## src/design/utf16_to_utf8_transcoder_unit_defines.svh

```systemverilog
// Assertion macros for the UTF-16 to UTF-8 transcoder RTL, used by the serializer.
// Depends on nothing; each macro expects clk_i and rst_ni in scope.
`ifndef UTF16_TO_UTF8_TRANSCODER_UNIT_DEFINES_SVH
`define UTF16_TO_UTF8_TRANSCODER_UNIT_DEFINES_SVH

// Same-cycle implication, checked outside reset.
`define U2U8_ASSERT_IMPLIES(label, ante, cons, msg) \
  label: assert property (@(posedge clk_i) disable iff (!rst_ni) (ante) |-> (cons)) \
    else $error(msg);

// Next-cycle implication, checked outside reset.
`define U2U8_ASSERT_NEXT(label, ante, cons, msg) \
  label: assert property (@(posedge clk_i) disable iff (!rst_ni) (ante) |=> (cons)) \
    else $error(msg);

`endif

```

## src/design/u2u8_pkg.sv

```systemverilog
// Shared constants and types for the UTF-16 to UTF-8 transcoder.
// No dependencies; used by the decoder, the serializer and the top level.
package u2u8_pkg;

  // UTF-16 surrogate ranges.
  localparam logic [15:0] SURR_HIGH_FIRST = 16'hD800;
  localparam logic [15:0] SURR_HIGH_LAST  = 16'hDBFF;
  localparam logic [15:0] SURR_LOW_FIRST  = 16'hDC00;
  localparam logic [15:0] SURR_LOW_LAST   = 16'hDFFF;

  // Upper limits of the one- and two-byte UTF-8 forms.
  localparam logic [15:0] ONE_BYTE_MAX = 16'h007F;
  localparam logic [15:0] TWO_BYTE_MAX = 16'h07FF;

  // Offset of the supplementary planes, in units of 1024 code points.
  localparam logic [10:0] PLANE_OFFSET = 11'd64;

  // UTF-8 lead and continuation byte markers.
  localparam logic [7:0] LEAD_TWO   = 8'hC0;
  localparam logic [7:0] LEAD_THREE = 8'hE0;
  localparam logic [7:0] LEAD_FOUR  = 8'hF0;
  localparam logic [7:0] CONT_MARK  = 8'h80;

  // Maximum number of results caused by one input beat.
  localparam int unsigned MAX_RESULTS = 4;

  // Results of one input beat, handed from the decoder to the serializer.
  typedef struct packed {
    logic [MAX_RESULTS-1:0][7:0] bytes;     // bytes[0] goes out first
    logic [2:0]                  cnt;       // number of results, 0 means none
    logic                        has_bytes; // 0 for a status-only result
    logic                        done;      // beat closes the string
    logic                        status;    // 1 when the string is invalid
  } burst_t;

endpackage

```

## src/design/u2u8_decode.sv

```systemverilog
// Code unit decoder: surrogate pairing, validity tracking and UTF-8 encoding.
// Depends on u2u8_pkg.
module u2u8_decode
  import u2u8_pkg::*;
(
  input  logic        clk_i,
  input  logic        rst_ni,
  input  logic        accept_i,
  input  logic [15:0] code_unit_i,
  input  logic        has_unit_i,
  input  logic        string_end_i,
  input  logic        empty_ok_i,
  output burst_t      burst_o
);

  logic [9:0]  held_q, held_d;
  logic        pend_q, pend_d;
  logic        inv_q, inv_d;
  logic        emit_q, emit_d;
  logic [10:0] plane;
  logic [20:0] cp;
  logic [2:0]  n_enc;
  logic        bad;

  // Code point of a surrogate pair.
  assign plane = {1'b0, held_q} + PLANE_OFFSET;
  assign cp    = {plane, code_unit_i[9:0]};

  // Per-beat decode and next state.
  always_comb begin
    burst_o = '0;
    held_d  = held_q;
    pend_d  = pend_q;
    inv_d   = inv_q;
    emit_d  = emit_q;
    n_enc   = 3'd0;
    bad     = 1'b0;

    if (has_unit_i && !inv_q) begin
      if (pend_q) begin
        pend_d = 1'b0;
        held_d = '0;
        if (code_unit_i inside {[SURR_LOW_FIRST:SURR_LOW_LAST]}) begin
          burst_o.bytes[0] = LEAD_FOUR | {5'd0, cp[20:18]};
          burst_o.bytes[1] = CONT_MARK | {2'd0, cp[17:12]};
          burst_o.bytes[2] = CONT_MARK | {2'd0, cp[11:6]};
          burst_o.bytes[3] = CONT_MARK | {2'd0, cp[5:0]};
          n_enc            = 3'd4;
        end else begin
          inv_d = 1'b1;
        end
      end else if (code_unit_i == '0) begin
        inv_d = 1'b1;
      end else if (code_unit_i inside {[SURR_HIGH_FIRST:SURR_HIGH_LAST]}) begin
        held_d = code_unit_i[9:0];
        pend_d = 1'b1;
      end else if (code_unit_i inside {[SURR_LOW_FIRST:SURR_LOW_LAST]}) begin
        inv_d = 1'b1;
      end else if (code_unit_i <= ONE_BYTE_MAX) begin
        burst_o.bytes[0] = code_unit_i[7:0];
        n_enc            = 3'd1;
      end else if (code_unit_i <= TWO_BYTE_MAX) begin
        burst_o.bytes[0] = LEAD_TWO | {3'd0, code_unit_i[10:6]};
        burst_o.bytes[1] = CONT_MARK | {2'd0, code_unit_i[5:0]};
        n_enc            = 3'd2;
      end else begin
        burst_o.bytes[0] = LEAD_THREE | {4'd0, code_unit_i[15:12]};
        burst_o.bytes[1] = CONT_MARK | {2'd0, code_unit_i[11:6]};
        burst_o.bytes[2] = CONT_MARK | {2'd0, code_unit_i[5:0]};
        n_enc            = 3'd3;
      end
    end

    if (n_enc != 3'd0) begin
      emit_d = 1'b1;
    end

    burst_o.has_bytes = (n_enc != 3'd0);
    burst_o.cnt       = n_enc;

    // The closing beat reports status and returns the string state to idle.
    if (string_end_i) begin
      bad            = inv_d || pend_d || (!empty_ok_i && !emit_d);
      burst_o.done   = 1'b1;
      burst_o.status = bad;
      if (n_enc == 3'd0) begin
        burst_o.cnt = 3'd1;
      end
      held_d = '0;
      pend_d = 1'b0;
      inv_d  = 1'b0;
      emit_d = 1'b0;
    end
  end

  // String state advances only on an accepted beat.
  always_ff @(posedge clk_i or negedge rst_ni) begin
    if (!rst_ni) begin
      held_q <= '0;
      pend_q <= 1'b0;
      inv_q  <= 1'b0;
      emit_q <= 1'b0;
    end else if (accept_i) begin
      held_q <= held_d;
      pend_q <= pend_d;
      inv_q  <= inv_d;
      emit_q <= emit_d;
    end
  end

endmodule

```

## src/design/u2u8_serializer.sv

```systemverilog
// Burst and output registers: send a beat's results one per cycle unless
// out_ready_i stalls. Depends on u2u8_pkg and the assertion macro header.
`include "utf16_to_utf8_transcoder_unit_defines.svh"

module u2u8_serializer
  import u2u8_pkg::*;
(
  input  logic       clk_i,
  input  logic       rst_ni,
  input  logic       load_i,
  input  burst_t     burst_i,
  output logic       ready_o,
  output logic       out_valid_o,
  input  logic       out_ready_i,
  output logic [7:0] out_byte_o,
  output logic       byte_valid_o,
  output logic       run_last_o,
  output logic       string_done_o,
  output logic       status_o
);

  burst_t     burst_q;
  logic       bvalid_q, bvalid_d;
  logic [2:0] cnt_q, cnt_d;
  logic [1:0] idx_q, idx_d;
  logic       pop;
  logic       pop_last;

  logic       out_valid_q, out_valid_d;
  logic [7:0] out_byte_q;
  logic       out_bv_q;
  logic       out_last_q;
  logic       out_done_q;
  logic       out_status_q;

  // A result moves into the output register whenever that register frees up.
  assign pop      = bvalid_q && (!out_valid_q || out_ready_i);
  assign pop_last = pop && (cnt_q == 3'd1);
  assign ready_o  = !bvalid_q || pop_last;

  // Burst register control.
  always_comb begin
    bvalid_d = bvalid_q;
    cnt_d    = cnt_q;
    idx_d    = idx_q;
    if (load_i) begin
      bvalid_d = 1'b1;
      cnt_d    = burst_i.cnt;
      idx_d    = '0;
    end else if (pop) begin
      bvalid_d = !pop_last;
      cnt_d    = cnt_q - 3'd1;
      idx_d    = idx_q + 2'd1;
    end
  end

  always_ff @(posedge clk_i or negedge rst_ni) begin
    if (!rst_ni) begin
      bvalid_q <= 1'b0;
      cnt_q    <= '0;
      idx_q    <= '0;
    end else begin
      bvalid_q <= bvalid_d;
      cnt_q    <= cnt_d;
      idx_q    <= idx_d;
    end
  end

  always_ff @(posedge clk_i) begin
    if (load_i) begin
      burst_q <= burst_i;
    end
  end

  // Output register.
  always_comb begin
    out_valid_d = out_valid_q;
    if (pop) begin
      out_valid_d = 1'b1;
    end else if (out_ready_i) begin
      out_valid_d = 1'b0;
    end
  end

  always_ff @(posedge clk_i or negedge rst_ni) begin
    if (!rst_ni) begin
      out_valid_q <= 1'b0;
    end else begin
      out_valid_q <= out_valid_d;
    end
  end

  always_ff @(posedge clk_i) begin
    if (pop) begin
      out_byte_q   <= burst_q.has_bytes ? burst_q.bytes[idx_q] : 8'd0;
      out_bv_q     <= burst_q.has_bytes;
      out_last_q   <= (cnt_q == 3'd1);
      out_done_q   <= (cnt_q == 3'd1) && burst_q.done;
      out_status_q <= (cnt_q == 3'd1) && burst_q.status;
    end
  end

  assign out_valid_o   = out_valid_q;
  assign out_byte_o    = out_byte_q;
  assign byte_valid_o  = out_bv_q;
  assign run_last_o    = out_last_q;
  assign string_done_o = out_done_q;
  assign status_o      = out_status_q;

  // A held burst always has between one and four results left.
  `U2U8_ASSERT_IMPLIES(a_cnt_range, bvalid_q, (cnt_q != 3'd0) && (cnt_q <= 3'd4), "burst count out of range")
  // A new burst may only replace one whose final result leaves this cycle.
  `U2U8_ASSERT_IMPLIES(a_no_overwrite, load_i && bvalid_q, pop_last, "burst overwritten")
  // Status and string end only ride on the last result of a beat.
  `U2U8_ASSERT_IMPLIES(a_done_last, out_valid_q && out_done_q, out_last_q, "string end not on last result")
  `U2U8_ASSERT_IMPLIES(a_status_done, out_valid_q && out_status_q, out_done_q, "status outside string end")
  // A result without a byte is only the status result of a closing beat.
  `U2U8_ASSERT_IMPLIES(a_bare_status, out_valid_q && !out_bv_q, out_done_q, "empty result not closing")
  // After a final result is taken, the output is empty unless another was queued.
  `U2U8_ASSERT_NEXT(a_drain, out_valid_q && out_ready_i && !bvalid_q, !out_valid_q, "stale result")

endmodule

```

## src/design/utf16_to_utf8_transcoder_unit.sv

```systemverilog
// UTF-16 to UTF-8 transcoder, top level. A beat is decoded into the burst
// register when it is accepted, and its results then pass one at a time into
// the output register. Rate: one result per cycle while the output stream
// accepts; a new beat is taken as the last result of the previous one leaves.
// Reset (rst_ni low, asynchronous) clears the string state, the empty-string
// setting and all valid flags. Depends on u2u8_pkg, u2u8_decode, u2u8_serializer.
module utf16_to_utf8_transcoder_unit
  import u2u8_pkg::*;
(
  input  logic        clk_i,
  input  logic        rst_ni,
  // Configuration: empty_ok, 1 accepts a string that produced no bytes.
  input  logic        cfg_we_i,
  input  logic        cfg_wdata_i,
  // Input stream.
  input  logic        s_axis_tvalid_i,
  output logic        s_axis_tready_o,
  input  logic [15:0] s_axis_tdata_i,   // [15:0] code_unit
  input  logic        s_axis_tuser_i,   // [0] has_unit
  input  logic        s_axis_tlast_i,   // string_end
  // Output stream.
  output logic        m_axis_tvalid_o,
  input  logic        m_axis_tready_i,
  output logic [7:0]  m_axis_tdata_o,   // [7:0] out_byte
  output logic [2:0]  m_axis_tuser_o,   // [0] byte_valid, [1] run_last, [2] status
  output logic        m_axis_tlast_o    // string_done
);

  logic   empty_ok_q;
  logic   accept;
  logic   ready;
  burst_t burst;

  // Configuration register.
  always_ff @(posedge clk_i or negedge rst_ni) begin
    if (!rst_ni) begin
      empty_ok_q <= 1'b0;
    end else if (cfg_we_i) begin
      empty_ok_q <= cfg_wdata_i;
    end
  end

  assign s_axis_tready_o = ready;
  assign accept          = s_axis_tvalid_i && ready;

  u2u8_decode u_decode (
    .clk_i         (clk_i),
    .rst_ni        (rst_ni),
    .accept_i      (accept),
    .code_unit_i   (s_axis_tdata_i),
    .has_unit_i    (s_axis_tuser_i),
    .string_end_i  (s_axis_tlast_i),
    .empty_ok_i    (empty_ok_q),
    .burst_o       (burst)
  );

  u2u8_serializer u_serializer (
    .clk_i         (clk_i),
    .rst_ni        (rst_ni),
    .load_i        (accept && (burst.cnt != 3'd0)),
    .burst_i       (burst),
    .ready_o       (ready),
    .out_valid_o   (m_axis_tvalid_o),
    .out_ready_i   (m_axis_tready_i),
    .out_byte_o    (m_axis_tdata_o),
    .byte_valid_o  (m_axis_tuser_o[0]),
    .run_last_o    (m_axis_tuser_o[1]),
    .string_done_o (m_axis_tlast_o),
    .status_o      (m_axis_tuser_o[2])
  );

endmodule
```

## config.mk

```make
export PLATFORM = sky130hd
export DESIGN_NAME = utf16_to_utf8_transcoder_unit
export DESIGN_NICKNAME = d
export VERILOG_FILES = /design/src/design/u2u8_pkg.sv /design/src/design/u2u8_decode.sv /design/src/design/u2u8_serializer.sv /design/src/design/utf16_to_utf8_transcoder_unit.sv
export VERILOG_INCLUDE_DIRS = /design/src /design/src/design
export SDC_FILE = /design/constraint.sdc
export NUM_CORES = 1
export LEC_CHECK = 0
export ABC_AREA = 1
export BUFFER_PORTS_ARGS = -buffer_cell sky130_fd_sc_hd__buf_2
export CAP_MARGIN = 15
export CORE_ASPECT_RATIO = 1.1
export CORE_MARGIN = 4
export CORE_UTILIZATION = 46
export CTS_BUF_LIST = sky130_fd_sc_hd__clkbuf_8 sky130_fd_sc_hd__clkbuf_16
export CTS_CLUSTER_DIAMETER = 200
export DETAILED_ROUTE_END_ITERATION = 12
export GPL_TIMING_DRIVEN = 0
export PLACE_DENSITY_LB_ADDON = 0.15
export SLEW_MARGIN = 25
export SYNTH_ARGS = -nofsm -noshare
export SYNTH_HDL_FRONTEND = slang
export SYNTH_SLANG_ARGS = --single-unit
```

## constraint.sdc

```tcl
create_clock -name clk_i -period 2.1 [get_ports clk_i]
set_input_delay 0.105 -clock clk_i [delete_from_list [all_inputs] [get_ports clk_i]]
set_output_delay 0.105 -clock clk_i [all_outputs]
set_load 0.05 [all_outputs]
```

# After elaboration in Yosys (flattened, before gate mapping)
# Cells that the tools add are included.
word_totals:
  out_inout_bits: 14
  register_bits: 68
  inputBits: 24
  elab_cells: 114
op_classes:
  n_reduce_logical: 31
  mux: 49
  n_addsub: 3
  eq_ne: 2
  order_cmp: 7
op_table:
  columns: ["operator", "count"]
  rows:
  - ["two-way mux 24 bit", 4]
  - ["two-way mux 10 bit", 5]
  - ["two-way mux 3 bit", 11]
  - ["greater-or-equal comparator 16 bit (second input constant)", 2]
  - ["less-or-equal comparator 16 bit (second input constant)", 2]
  - ["two-way mux 32 bit", 1]
  - ["two-way mux 8 bit", 3]
  - ["two-way mux 1 bit", 19]
  - ["binary-select mux 8 bit (select 2 bit)", 1]
  - ["less-or-equal comparator 16 x 11 -> 1 bit (second input constant)", 1]
  - ["less-or-equal comparator 16 x 7 -> 1 bit (second input constant)", 1]
  - ["logical NOT 16 bit", 1]
  - ["two-way mux 16 bit", 1]
  - ["two-way mux 14 bit", 1]
  - ["adder 10 x 7 -> 11 bit (second input constant)", 1]
  - ["logical AND 1 bit", 10]
  - ["nonzero test 3 bit", 3]
  - ["logical NOT 1 bit", 6]
  - ["two-way mux 2 bit", 3]
  - ["nonzero test 2 bit", 3]
  - ["logical OR 1 bit", 4]
  - ["AND reduction 4 bit", 1]
  - ["== test 3 x 1 -> 1 bit (second input constant)", 1]
  - ["logical NOT 3 bit", 1]
  - ["6 further kinds", 6]

# Depth between registers and ports, before layout
depth:
  depth_word: 14
  ltp_mapped: 13
  ltp_nobuf: 13

# Cells and area by module
# Synthesis repeated with hierarchy kept, for this count alone.
unflattened:
  hier_cells: 415
  area_unflattened_um2: 3631.0
modules_own_cells:
  columns: ["mod", "n_inst", "cells_per_inst", "area_each_um2"]
  rows:
  - ["u2u8_serializer", 1, 193, 2198.4]
  - ["u2u8_decode", 1, 213, 1371.3]
  - ["utf16_to_utf8_transcoder_unit", 1, 9, 61.3]

# Worst setup path before layout
# No wires, ideal clock.
synth_timing:
  path_type: "flip-flop to flip-flop"
  startpoint: "register u_serializer.out_valid_q (netlist: u_serializer.out_valid_o)"
  endpoint: "register u_serializer.burst_q[0] (netlist name) (enable)"
  stages_incl_launch_ff: 8
  synth_period_minus_slack_ns: 2.085
  arrival_time_ns: 1.712
  path_slack_ns: 0.015
  cell_sequence: "dfrtp_1 > nand2_1 > a21oi_1 > inv_2 > nand2_2 > inv_2 > nand2_4 > inv_2"
synth_via:
  elab_chain_cells: 7
synth_rtl:
  columns: ["item", "line", "rtl"]
  rows:
  - ["start: declaration", "u2u8_serializer.sv:29", "logic out_valid_q, out_valid_d;"]
  - ["start signal: assignment", "u2u8_serializer.sv:89", "out_valid_q <= out_valid_d;"]
  - ["logical NOT 1 bit", "u2u8_serializer.sv:37", "assign pop = bvalid_q && (!out_valid_q || out_ready_i);"]
  - ["logical OR 1 bit", "u2u8_serializer.sv:37", null]
  - ["logical AND 1 bit", "u2u8_serializer.sv:37", null]
  - ["logical AND 1 bit", "u2u8_serializer.sv:38", "assign pop_last = pop && (cnt_q == 3'd1);"]
  - ["logical OR 1 bit", "u2u8_serializer.sv:39", "assign ready_o = !bvalid_q || pop_last;"]
  - ["net s_axis_tready_o", "utf16_to_utf8_transcoder_unit.sv:17", "output logic s_axis_tready_o,"]
  - ["logical AND 1 bit", "utf16_to_utf8_transcoder_unit.sv:44", "assign accept = s_axis_tvalid_i && ready;"]
  - ["logical AND 1 bit", "utf16_to_utf8_transcoder_unit.sv:60", ".load_i (accept && (burst.cnt != 3'd0)),"]
  - ["net u_serializer.load_i", "u2u8_serializer.sv:10", "input logic load_i,"]
  - ["end signal: assignment", "u2u8_serializer.sv:71", "burst_q <= burst_i;"]
  - ["end: declaration", "u2u8_serializer.sv:22", "burst_t burst_q;"]
# The timed path passes the listed nets, and every way through them passes these cells.
# A chain may end at the register's enable or synchronous reset.

# Final worst setup path
layout_timing:
  startpoint: "register u_serializer.cnt_q[1]"
  endpoint: "register u_serializer.burst_q[27] (netlist name) (enable)"
layout_via:
  elab_chain_cells: 5
layout_rtl:
  columns: ["item", "line", "rtl"]
  rows:
  - ["start: declaration", "u2u8_serializer.sv:24", "logic [2:0] cnt_q, cnt_d;"]
  - ["start signal: assignment", "u2u8_serializer.sv:64", "cnt_q <= cnt_d;"]
  - ["== test 3 x 1 -> 1 bit", "u2u8_serializer.sv:38", null]
  - ["logical AND 1 bit", "u2u8_serializer.sv:38", null]
  - ["logical OR 1 bit", "u2u8_serializer.sv:39", null]
  - ["logical AND 1 bit", "utf16_to_utf8_transcoder_unit.sv:44", null]
  - ["logical AND 1 bit", "utf16_to_utf8_transcoder_unit.sv:60", null]
  - ["net u_serializer.load_i", "u2u8_serializer.sv:10", null]
# The timed path passes the listed nets, and every way through them passes these cells.

==> out/summary.txt <==
Max Freq: 524 MHz
initial antenna violation count: 0
Worst VDD drop: 0.000642 V
# rows: 31
Synth area leader: edfxtp_1
Tcrit/Tclk final: 0.909
reg2reg end: u_serializer.burst_q[27]
final hold vios: 0
Main synth FF type: edfxtp_1
TritonCTS clock tree: done
CTS Buf Count: 9
DPL Wire Length: 5130 um
delay of the slowest critical-path stage: 390 ps
Clock Sinks: 65
fin cells: 475
H-tree Lvls: 3
Post-CTS Setup Bufs: 0
Seq pwr share: 0.393
initial cell density of the core: 0.482
CP startpoint: u_serializer.cnt_q[1]
clk slew on worst S/H paths: 70 ps
Logic pwr share: 0.334
power per cell area: 1320 mW/mm2
Leakage: 1.68 nW
delay-heaviest family, CP: buffers and inverters
hold_sp: m_axis_tready_i
RSZ-0062 raised after global routing: false
post-synth cell types: 36
largest net degree at the start of global routing: 36
die area: 0.00839 mm2
share of the synthesized area in the top cell type: 0.411
post-route ant nets: 0
placed cell count: 456
fin. max-slew vios: 0
Avg WL per Cell: 14.6 um
Final Critical Period: 1910 ps
worst-margin pin slew: 609 ps
flop-to-flop setup slack: 190 ps
Crit path arrival time: 1910 ps
Worst Path Buf+Inv: 5
Clock power frac: 0.273
vias per cell: 5.16
layout cells sized above 1: 0.237
CTS root buffer: clkbuf_8
Worst setup SP type: flip-flop
Final Wtd Congestion: 0.890
Hold WC Path Type: primary input to flip-flop
Worst path slowest cell: dfrtp_1
Routed WL: 6920 um
Post-synth top cells: nor2_1 (55), edfxtp_1 (44), nand2_1 (42)
Mapped Cells: 337
via count: 2449
initial DRC count: 158
Die X: 87.7 um
Syn Area/Cell: 9.54 um2
crit path max fanout: 35
Die Ht: 95.7 um
Worst path depth: 10
Residual DRC: 0
worst relative slew slack: 0.593
synthesized area: 0.00321 mm2
P_sw: 1.84 mW
area grow syn2layout: 18.1%
cells on worst reg2reg path: 10
total core area: 0.00667 mm2
Post-synth EDFFs: 44
Max-Cap Viols: 0
# diodes: 0
cell-internal power: 3.19 mW
DR top layer: met4
fraction of registers with async set/reset: 0.323
Synth area leaders: edfxtp_1 (41%), dfrtp_1 (16%), nor2_1 (6.4%)
Seq/Total Area, Yosys: 0.575
total gr overflow: 0
met1 WL: 3090 um
status: finished, final reports clean
r2r startpoint: u_serializer.cnt_q[1]
global-route wire length before repair: 11800 um
Syn Nets: 364
sw frac: 0.366
worst-skew pair later-pin latency: 340 ps
CP Capture Type: flip-flop
Max clock buf depth: 2
Synth Warn #: 0
Total GRT Usage: 0.187
most frequent cell after synthesis: nor2_1
hold endpoint: u_serializer.out_valid_o
Crit Path Class: flip-flop to flip-flop
Min Hold Slack: 30.5 ps
WL met3: 348 um
met2 WL: 3320 um
Hold Path Stages: 4
input/output buffers: 37
flops & latches, synth: 65
io pins: 38
critical path required time: 2100 ps
Pre-Repair DR Iteration Count: 4
Layout Nets: 415
vias in the first global route: 2443
worst path cell trace: inv_1 > ha_1 > inv_1 > nor2_2 > a21oi_1 > inv_2 > nand2_2 > inv_2 > nand2_4 > inv_4
clock skew: 9.80 ps
Finish-stage setup viols: 0
-- cells in the final DEF, fill, tap and decap left out, types with 3 or more instances in the layout --
master	n
nand2_1	42
nor2_2	4
edfxtp_1	44
inv_1	39
nor2_1	55
clkbuf_1	3
o21ai_1	12
dfrtp_1	21
o22ai_1	11
o32ai_1	4
nand3_1	18
nand2_2	6
bufinv_16	3
dlygate4sd3_1	3
inv_2	10
buf_4	3
clkbuf_8	10
xor2_1	3
ha_1	3
a31oi_1	3
buf_2	39
a21oi_1	9
o21ai_0	22
-- how the worst max path moves through the flow --
stage | end | slack [ps]
floorplan | u_serializer.burst_q[0] | 10
detailed placement | u_serializer.burst_q[34] | -9
global placement | u_serializer.burst_q[34] | 30
finish | u_serializer.burst_q[27] | 190
CTS | u_serializer.burst_q[7] | 180
global route | u_serializer.burst_q[19] | 9
-- sequential cells by signal, indices dropped and copies added (netlist names) --
signal,flops
u_serializer.byte_valid_o,1
u_serializer.idx_q,2
empty_ok_q,1
u_decode.pend_q,1
u_serializer.out_valid_o,1
u_serializer.out_byte_o,8
u_serializer.status_o,1
u_decode.inv_q,1
u_serializer.burst_q,32
u_serializer.bvalid_q,1
u_serializer.run_last_o,1
u_serializer.cnt_q,3
u_decode.held_q,10
u_decode.emit_q,1
u_serializer.string_done_o,1
-- layer usage --
layer	up-vias	GRT usage
met5	-	0
met4	0	0.0780
met3	14	0.0441
met2	65	0.293
met1	1139	0.249
li1	1231	-
-- power groups by stage --
stage	Clock, mW	Combinational [mW]	Sequential (mW)
2_1_floorplan	0	1.00	2.26
3_3_place_gp	0	1.64	1.99
3_5_place_dp	0	1.67	2.01
4_1_cts	1.40	1.69	1.98
5_1_grt	1.45	1.88	2.02
6_report	1.38	1.68	1.98
-- kinds of logic after synthesis --
| logic type | count (synthesis) | share of synthesized area |
|---|---|---|
| flip-flops | 65 | 0.575 |
| XOR/XNOR | 3 | 0.00818 |
| AO/OA/AOI/OAI | 68 | 0.124 |
| buffers and inverters | 61 | 0.0802 |
| AND/OR/NAND/NOR | 137 | 0.202 |
| adder cells (fa/ha/maj) | 3 | 0.0117 |
-- per-stage QoR --
| step | area, um2 | worst slack (ps) | setup TNS, ps | power [mW] | util |
|---|---|---|---|---|---|
| 6_report | 3800 | 190 | 0 | 5.03 | 0.569 |
| 3_5_place_dp | 3500 | -8.66 | -229 | 3.68 | 0.525 |
| 4_1_cts | 3800 | 178 | 0 | 5.07 | 0.569 |
| 5_1_grt | 3800 | 8.65 | 0 | 5.35 | 0.569 |
| 2_1_floorplan | 3210 | 14.6 | 0 | 3.26 | - |
| 3_3_place_gp | 3500 | 34.6 | 0 | 3.64 | 0.525 |
-- repair_timing --
item                                    CTS  global route
hold buffers                              3             0
hold endpoints to repair                 22             0
gates resized for setup                   1             0
endpoints found under the setup margin   32             0
-- tightest hold or removal path: stages --
cell,delay [ps]
buf_2,70
inv_1,30
nand2_1,80
nand2_1,50
-- area by class of cell --
class | instances | area [um2]
buffer | 10 | 66.3
clock buffer | 11 | 163
clock inverter | 5 | 98.8
fill | 608 | 2880
inverter | 51 | 194
multi-input combinational | 211 | 1110
sequential | 65 | 1850
tap | 82 | 103
timing repair buffer | 40 | 215
No activity file was read; power rests on OpenSTA's default activity.
